### config.mk
export PLATFORM = sky130hd
export DESIGN_NAME = clr_ctrl
export DESIGN_NICKNAME = d
export VERILOG_FILES = /design/src/rtl/clr_pkg.sv /design/src/rtl/clr_ctrl.sv
export SDC_FILE = /design/constraint.sdc
export NUM_CORES = 1
export LEC_CHECK = 0
export ABC_CLOCK_PERIOD_IN_PS = 1920
export BUFFER_PORTS_ARGS = -buffer_cell sky130_fd_sc_hd__clkbuf_2
export CORE_AREA = 10 10 47 49
export CTS_CLUSTER_DIAMETER = 150
export DETAILED_ROUTE_END_ITERATION = 10
export DIE_AREA = 0 0 57 59
export PLACE_DENSITY = 0.67
export SLEW_MARGIN = 20
export SYNTH_ARGS = -nofsm -noshare
export SYNTH_HDL_FRONTEND = slang
export SYNTH_SLANG_ARGS = --single-unit
export TNS_END_PERCENT = 1
### constraint.sdc
create_clock -name clk -period 1.92 [get_ports clk]
set_clock_uncertainty 0.1 [all_clocks]
set_input_delay 0 -clock clk [delete_from_list [all_inputs] [get_ports clk]]
set_output_delay 0 -clock clk [all_outputs]
set_load 0.01 [all_outputs]
### src/rtl/clr_pkg.sv
// ----------------------------------------------------------------------------
// clr_pkg
// shared types and constants of the clipped line rasterizer
// ----------------------------------------------------------------------------
package clr_pkg;

  localparam int MAX_DIM        = 4096;
  localparam int COORD_BITS_DEF = 16;
  localparam int REG_W          = 13;
  localparam int PIX_W          = 12;
  localparam int IDX_W          = 24;
  localparam int COL_W          = 24;
  localparam int BLEND_W        = 8;
  localparam int ERR_W          = 14;
  // clip arithmetic width: saturation at 2^29 needs 31 bits signed
  localparam int CW             = 32;
  localparam logic signed [CW-1:0] CLIP_LIMIT = 32'sd536870912;

  localparam logic ACT_START = 1'b0;
  localparam logic ACT_STEP  = 1'b1;

  localparam logic [0:0] REG_WIDTH  = 1'b0;
  localparam logic [0:0] REG_HEIGHT = 1'b1;

  // controller to datapath commands
  typedef struct packed {
    logic load;      // capture start item, run reject test
    logic clip_go;   // launch a clip division
    logic clip_sel;  // 0 start point, 1 end point
    logic finish;    // final recheck and bresenham setup
    logic step;      // emit a pixel
    logic idle_out;  // emit a no-pixel result
  } clr_cmd_t;

  typedef struct packed {
    logic reject;     // trivial reject after load
    logic edge_need;  // current edge stage needs a division
    logic div_done;
    logic active;
    logic last_rej;   // recheck failed
  } clr_sts_t;

  function automatic logic signed [CW-1:0] sat(input logic signed [CW+1:0] v);
    if (v > CLIP_LIMIT) return CLIP_LIMIT;
    if (v < -CLIP_LIMIT) return -CLIP_LIMIT;
    return v[CW-1:0];
  endfunction

endpackage

### src/rtl/clr_ctrl.sv
// ----------------------------------------------------------------------------
// clr_ctrl
// sequencer: handshake, reject, eight clip stages, pixel steps
// ----------------------------------------------------------------------------
module clr_ctrl import clr_pkg::*; (
  input  logic       clk,
  input  logic       rst,
  input  logic       in_valid,
  input  logic       in_action,
  output logic       in_ready,
  output logic       out_valid,
  input  logic       out_ready,
  input  clr_sts_t   sts,
  output clr_cmd_t   cmd,
  output logic [1:0] edge_no
);
  typedef enum logic [4:0] {
    S_IDLE  = 5'b00001,
    S_CHECK = 5'b00010,
    S_EDGE  = 5'b00100,
    S_DIV   = 5'b01000,
    S_FIN   = 5'b10000
  } state_t;

  state_t state, state_next;
  logic sel;
  logic [1:0] edge_r;
  logic take;

  assign edge_no = edge_r;
  assign in_ready = (state == S_IDLE) && (!out_valid || out_ready);
  assign take = in_valid && in_ready;

  always_comb begin
    cmd = '0;
    cmd.clip_sel = sel;
    state_next = state;
    unique case (state)
      S_IDLE: if (take) begin
        if (in_action == ACT_START) begin
          cmd.load = 1'b1; state_next = S_CHECK;
        end else if (sts.active) cmd.step = 1'b1;
        else cmd.idle_out = 1'b1;
      end
      S_CHECK: state_next = sts.reject ? S_FIN : S_EDGE;
      S_EDGE: if (sts.edge_need) begin
        cmd.clip_go = 1'b1; state_next = S_DIV;
      end else if (sel && edge_r == 2'd3) state_next = S_FIN;
      S_DIV: if (sts.div_done) begin
        state_next = (sel && edge_r == 2'd3) ? S_FIN : S_EDGE;
      end
      S_FIN: begin cmd.finish = 1'b1; state_next = S_IDLE; end
      default: state_next = S_IDLE;
    endcase
  end

  always_ff @(posedge clk) begin
    if (rst) begin
      state <= S_IDLE; out_valid <= 1'b0; sel <= 1'b0; edge_r <= '0;
    end else begin
      state <= state_next;
      if (out_valid && out_ready) out_valid <= 1'b0;
      if (cmd.step || cmd.idle_out || cmd.finish) out_valid <= 1'b1;
      if (state == S_CHECK) begin sel <= 1'b0; edge_r <= '0; end
      if ((state == S_EDGE && !sts.edge_need) || (state == S_DIV && sts.div_done)) begin
        edge_r <= edge_r + 1'b1;
        if (edge_r == 2'd3) sel <= 1'b1;
      end
    end
  end

`ifndef NO_ASSERTIONS
  a_ready_idle: assert property (@(posedge clk) disable iff (rst)
    in_ready |-> state == S_IDLE) else $error("ready outside idle");
  a_one_cmd: assert property (@(posedge clk) disable iff (rst)
    $countones({cmd.load, cmd.step, cmd.idle_out, cmd.finish}) <= 1)
    else $error("conflicting commands");
  a_fin_out: assert property (@(posedge clk) disable iff (rst)
    cmd.finish |=> out_valid) else $error("finish lost result");
`endif
endmodule

Word-level counts from Yosys, hierarchy flattened
Cells that the tools add are included.
- bits in registers: 9
- input port bits: 10
- output and inout bits: 10
- logic and storage cells: 56
- add/sub/neg operators: 1
- equal/unequal tests: 10
- multiplexer cells: 26
- reductions and logical operators: 15
- operators by type and width (operator ; count):
    $mux 5 ; 7
    $pmux 5 s4 ; 1
    $mux 1 ; 13
    $mux 2 ; 5
    $logic_and 1x1->1 ; 6
    $ne 2x2->1 const B ; 3
    $eq 5x1->1 const B ; 1
    $eq 5x2->1 const B ; 1
    $eq 5x3->1 const B ; 1
    $eq 5x4->1 const B ; 1
    $eq 5x5->1 const B ; 1
    $logic_or 1x1->1 ; 4
    $reduce_and 4->1 ; 1
    $reduce_bool 2->1 ; 2
    $ne 3x3->1 const B ; 1
    $add 2x1->2 const B ; 1
    $eq 2x2->1 const B ; 1
    $logic_not 1->1 ; 2

Longest topological paths before layout
Gate-level depths: netlist of the first run.
- depth in word-level cells: 9
- gate-level depth with buffers: 5
- depth with buffers taken out: 4

Worst setup path before layout of the first run
No wires, ideal clock.
- kind: register -> register
- start point: reg state[2]
- end point: reg state[4]
- library setup time: 0.124 ns
- arrival: 1.410 ns
- required time: 1.696 ns
- slack: 0.286 ns
- cell stages (with the launch flop): 6
- buffers on the path: 1
- clock period less this slack: 1.634 ns
- cell sequence: dfxtp_1 buf_6 or3_1 or4b_1 o2111ai_1 a21oi_1
- word-level cells in the longest chain between the ends: 5
- elaborated cells on any way between the ends: 12
- classes of those cells: 8 x eq/ne; 1 x mux; 3 x reduce/logical
- ends and longest elaborated chain (element ; RTL line ; text):
    from (decl) ; clr_ctrl.sv:25 ; state_t state, state_next;
    from (signal assigned) ; clr_ctrl.sv:61 ; state <= state_next;
    $eq 5x1->1 ; clr_ctrl.sv:31, clr_ctrl.sv:38 ;
    $logic_and 1x1->1 ; clr_ctrl.sv:31 ; assign in_ready = (state == S_IDLE) && (!out_valid || out_ready);
    $logic_and 1x1->1 ; clr_ctrl.sv:32 ; assign take = in_valid && in_ready;
    $ne 2x2->1 (no line) ; n/a ;
    $reduce_and 4->1 (no line) ; n/a ;
Parallel ways exist; a longest one is shown, timed or not.
A chain may end at the register's enable or synchronous reset.

==> summary.txt, run 1 <==
Largest net degree at the start of global routing = 10
Critical R2R Launch = state[3]$_SDFFE_PP0P_
Yosys cell types = 31
CP Launch Type = flip-flop
Vias per inst = 5.25
Syn Std Cell Area = 566 um^2
Post-CTS Setup Repair Bufs = 0
Critical Path Sink = cmd[0]
Final Cell Area = 734 um^2
I/O pin total = 20
Die area = 3360 um^2
Initial detailed-routing violation count = 10
CP Data Required Time = 1.82 ns
Min-Delay Path Class = input port to flip-flop
Synth Warn # = 0
Max-cap violations = 0
ANT cells = 0
Final Hold Viols = 0
Share of layout cells above drive strength 1 = 0.304
Fin crit period = 1.74 ns
Final Max Slew Viols = 0
CP Data Arrival Time = 1.64 ns
RePlAce Congestion = 0.720
Met2 WL post-DR = 652 um
Static leakage = 0.320 nW
Nets = 104
WL met3 = 111 um
Routed Antenna Nets = 0
EDFF count, synth = 0
Total power per unit cell area = 568 nW/um^2
Layout overhead on the synthesized area = 29.9%
Max Root-Sink Buffers = 2
Sw frac = 0.260
Slowest stage cell, crit path = or3_1
DR vias = 567
Switching pwr = 0.000109 W
Crit share post-route = 0.908
CP max stage delay = 0.41 ns
Width of the die = 57 um
RSZ-0062 raised after global routing = false
Critical path depth in cells = 5
Asr flop ratio synth = 0
Worst-path clk slew = 0.06 ns
CP top delay family = simple AND/OR/NAND/NOR gates
Logic pwr share = 0.172
Final setup viols = 0
Fmax = 574 MHz
Sequential share of the synthesized area = 0.319
CP startpoint = state[4]$_SDFFE_PP0P_
Post-detail-place hpwl = 1070 um
Crit path cell chain = nor3_2 > nand3b_1 > or3_1 > nor2_1 > clkbuf_2
First-pass GRT wire length = 2410 um
R2R setup slack = 0.20 ns
DR WL/cell = 13.1 um
Highest routed layer = met4
Syn_area_per_cell = 8.44 um^2
Worst setup EP type = output pin
CTS buffer count = 3
Grt total ovfl = 0
DP Area = 653 um^2
DRT met1 WL = 636 um
Primary FF master, synth = dfxtp_1
Die Y = 59 um
Worst Path Buf+Inv = 1
Clock power share = 0.353
#FFs+latches synth = 9
Post-layout util = 0.524
Core area = 1400 um^2
Crit-path max FO = 7
Count of input and output buffers = 18
Int Power = 0.000309 W
Vias in the first global route = 574
H-Tree Depth = 1
# rows = 14
Post-Syn Instances = 67
Setup_tns = 0 ns
Drt first pass iters = 4
DRC = 0
Wire length after detailed routing = 1410 um
Clock tree from TritonCTS = done
Worst flop-to-flop path endpoint = state[2]$_SDFFE_PP0P_
Max_slew headroom = 0.787
Clock Tree Root = clkbuf_4
Clk Latency, worst-skew pair = 0.26 ns
Peak supply drop = 0.340 mV
Worst reg2reg path depth = 4
Post-Syn Nets = 78
Status = completed
Clk sinks = 9
All-Layer GR Usage = 0.0888
Initial antenna violation count = 0
Initial Util = 0.404
CP Class = flip-flop to output pin
Transition time of the tightest slew-check pin = 0.318 ns
Reg power frac = 0.475
[synthesized netlist by cell type, types with 2 or more instances]
cell type / instances / area share
nand4_1: 2 / 0.022
dfxtp_1: 9 / 0.32
nor2_1: 8 / 0.053
inv_1: 4 / 0.027
nor2b_1: 2 / 0.022
or3_1: 3 / 0.033
nand2_1: 2 / 0.013
nor3b_1: 3 / 0.040
a21oi_1: 4 / 0.035
or3_4: 2 / 0.040
buf_6: 2 / 0.040
o21ai_0: 3 / 0.027
nor3_1: 5 / 0.044
[layer usage]
layer,vias up,global-route usage
met5,-,0
met4,0,0.0503
met3,2,0.0365
met2,20,0.143
met1,250,0.0969
li1,295,-
[placed cells by master, fill, tap and decap left out, types with 2 or more instances in the layout]
cell type / Yosys / routed
clkbuf_2: 0 / 18
dfxtp_1: 9 / 9
nor2_1: 8 / 8
dlygate4sd3_1: 0 / 5
inv_1: 4 / 4
nor3_1: 5 / 4
a21oi_1: 4 / 4
or3_1: 3 / 3
nor3b_1: 3 / 3
o21ai_0: 3 / 3
clkbuf_4: 0 / 3
or3_4: 2 / 2
nor2b_1: 2 / 2
nand4_1: 2 / 2
nand2_1: 2 / 2
[per-stage QoR]
stage	total power [W]	hold WS [ns]	setup slack (ns)	std cells
floorplan	0.000240	-0.0525	0.286	67
global placement	0.000265	0.121	0.238	99
detailed placement	0.000266	0.123	0.236	99
CTS	0.000422	0.0302	0.0812	108
global route	0.000439	0.0859	0.0281	108
finish	0.000417	0.0331	0.177	108
[flip-flops by register name, summed over array words and instances, names as in the netlist]
register   count
out_valid      1
sel            1
state          5
edge_no        2
[power by group through the flow]
stage	Sequential [W]	Clock (W)	Combinational (W)
after floorplan	0.000199	0	0.0000415
after global placement	0.000202	0	0.0000634
after detailed placement	0.000202	0	0.0000639
after CTS	0.000198	0.000151	0.0000727
after global routing	0.000199	0.000159	0.0000817
final	0.000198	0.000147	0.0000719
[cell type report]
class | count | area, um^2
tap | 16 | 20.0
inverter | 4 | 15.0
clock buffer | 4 | 26.3
timing repair buffer | 24 | 148
fill | 149 | 667
multi-input combinational | 51 | 345
sequential | 9 | 180
[what timing repair did]
item,CTS,global route
setup endpoints to repair,0,2
endpoints found under the hold margin,7,0
resized for setup,0,1
hold buffers,5,0
[worst min path at each step]
stage	from	endpoint	slack [ns]	cells past startpoint
final	sts[3]	state[3]$_SDFFE_PP0P_	0.03	5
after CTS	sts[3]	state[3]$_SDFFE_PP0P_	0.03	5
after detailed placement	in_action	state[1]$_SDFFE_PP0P_	0.12	2
after global routing	sts[3]	sel$_SDFF_PP0_	0.09	4
after floorplan	sts[1]	cmd[0]	-0.05	1
after global placement	in_action	state[1]$_SDFFE_PP0P_	0.12	2
[logic make-up after synthesis]
logic type	after synthesis	share of synthesized area
buf+inv	7	0.0796
simple gates	35	0.383
fa+ha+maj	1	0.0221
xor+xnor	1	0.0155
compound gates	14	0.181
flops	9	0.319
[worst reg2reg max path, delay by kind of cell, from the launching register on]
family / cells / cell delay [ns]
compound gates: 2 / 0.35
flops: 1 / 0.38
simple gates: 2 / 0.83
No activity file was read; power rests on OpenSTA's default activity.
==> run 2: changes to the inputs <==
Settings changed: ABC_CLOCK_PERIOD_IN_PS 1920 to 2000, PLACE_DENSITY 0.67 to 0.7.
Clock period 1.92 ns to 2 ns, I/O delays scaled along.
==> run 2 against run 1 <==
Final area decreased by 1.0%. Critical endpoint is now cmd[1]. Clock power decreased by 4%. First-iteration DRC count shrank 30%. Routed wire length up 2.1%. Critical path type unchanged. Highest routed layer unchanged. Largest cell class unchanged.
==> summary.txt, run 2 (same netlist as run 1, synthesis figures left out) <==
Layout overhead on the synthesized area = 28.5%
CP Data Arrival Time = 1.80 ns
Grt total ovfl = 0
Clk sinks = 9
CP max stage delay = 0.44 ns
Final hold slack = 0.0401 ns
All-Layer GR Usage = 0.0896
# rows = 14
Final Max Slew Viols = 0
ANT cells = 0
Slack of the critical path = 0.0961 ns
Largest net degree at the start of global routing = 10
Initial Util = 0.404
Vias in the first global route = 592
Core area = 1400 um^2
I/O pin total = 20
Final setup viols = 0
Total power per unit cell area = 547 nW/um^2
Crit path cell chain = nor3_2 > nand3b_1 > or3_1 > nor2_1 > clkbuf_2
DR WL/cell = 13.5 um
Clock Tree Root = clkbuf_4
Nets = 103
Max-cap violations = 0
Fmax = 525 MHz
Fillers = 148
Fin crit period = 1.90 ns
Final Hold Viols = 0
CP Launch Type = flip-flop
Crit share post-route = 0.952
Die area = 3360 um^2
Worst Path Buf+Inv = 1
Clk Latency, worst-skew pair = 0.26 ns
DR vias = 582
CP top delay family = simple AND/OR/NAND/NOR gates
Register with the most flip-flops = state
Status = completed
Initial detailed-routing violation count = 7
DP Worst Slack = 0.312 ns
Share of layout cells above drive strength 1 = 0.297
Static leakage = 0.318 nW
Initial antenna violation count = 0
Routed Antenna Nets = 0
Wire length after detailed routing = 1440 um
CP Class = flip-flop to output pin
Width of the die = 57 um
First-pass GRT wire length = 2450 um
Drt first pass iters = 4
Worst setup EP type = output pin
Largest register FFs = 5
Post-detail-place hpwl = 1100 um
Worst-path clk slew = 0.06 ns
Crit-path max FO = 7
Clock tree from TritonCTS = done
Count of input and output buffers = 18
Vias per inst = 5.44
RePlAce Congestion = 0.723
Max_slew headroom = 0.768
Transition time of the tightest slew-check pin = 0.345 ns
Slowest stage cell, crit path = or3_1
Max Root-Sink Buffers = 2
Post-CTS Setup Repair Bufs = 0
Peak supply drop = 0.350 mV
Most frequent cells in the layout = clkbuf_2, dfxtp_1, nor2_1
Min-Delay Path Class = input port to flip-flop
Commonest non-fill, non-tap cell in the layout = clkbuf_2
DRC = 0
CP Data Required Time = 1.90 ns
Die Y = 59 um
H-Tree Depth = 1
CTS buffer count = 3
## run 2: worst paths after layout
path	from	endpoint	cells after the start	slack [ns]
setup / recovery	state[4]$_SDFFE_PP0P_	cmd[1]	5	0.1
hold / removal	sts[3]	state[3]$_SDFFE_PP0P_	5	0.04
setup reg to reg	state[4]$_SDFFE_PP0P_	state[1]$_SDFFE_PP0P_	4	0.15
hold reg to reg	edge_no[1]$_SDFFE_PP0P_	edge_no[1]$_SDFFE_PP0P_	2	0.40
## run 2: report_power, final
group	internal [W]	switching (W)	total, W	leakage (nW)
Sequential	0.000184	0.00000660	0.000190	0.0730
Clock	0.0000769	0.0000642	0.000141	0.0150
Combinational	0.0000324	0.0000338	0.0000662	0.230
## run 2: stage by stage
step / power, W / utilization / cell area [um^2] / cells / TNS [ns]
finish: 0.000398 / 0.519 / 727 / 107 / 0
global route: 0.000421 / 0.519 / 727 / 107 / -0.0266
CTS: 0.000403 / 0.515 / 722 / 107 / 0
detailed placement: 0.000252 / 0.461 / 646 / 98 / 0
global placement: 0.000251 / 0.461 / 646 / 98 / 0
floorplan: 0.000231 / - / 566 / 67 / 0
## run 2: what timing repair did
item,in CTS,in global routing
endpoints found under the hold margin,7,0
setup endpoints to repair,0,2
hold buffers,5,0
resized for setup,0,1
## run 2: layer usage
metal | GRT usage | wire [um]
met2 | 0.138 | 640
met5 | 0 | 0
met4 | 0.0604 | 27
met3 | 0.0279 | 81
met1 | 0.104 | 693
## run 2: final cells by class
type / instances / area [um^2] / area share
Clock buffer: 4 / 26.3 / 0.0361
Inverter: 4 / 15.0 / 0.0207
Multi-Input combinational cell: 51 / 345 / 0.475
Sequential cell: 9 / 180 / 0.248
Tap cell: 16 / 20.0 / 0.0275
Timing Repair Buffer: 23 / 140 / 0.193
## run 2: tightest hold or removal path: cells and delay by family
| kind | cells | cell delay [ns] |
|---|---|---|
| and+or+nand+nor | 3 | 0.20 |
| buffers and inverters | 2 | 0.15 |
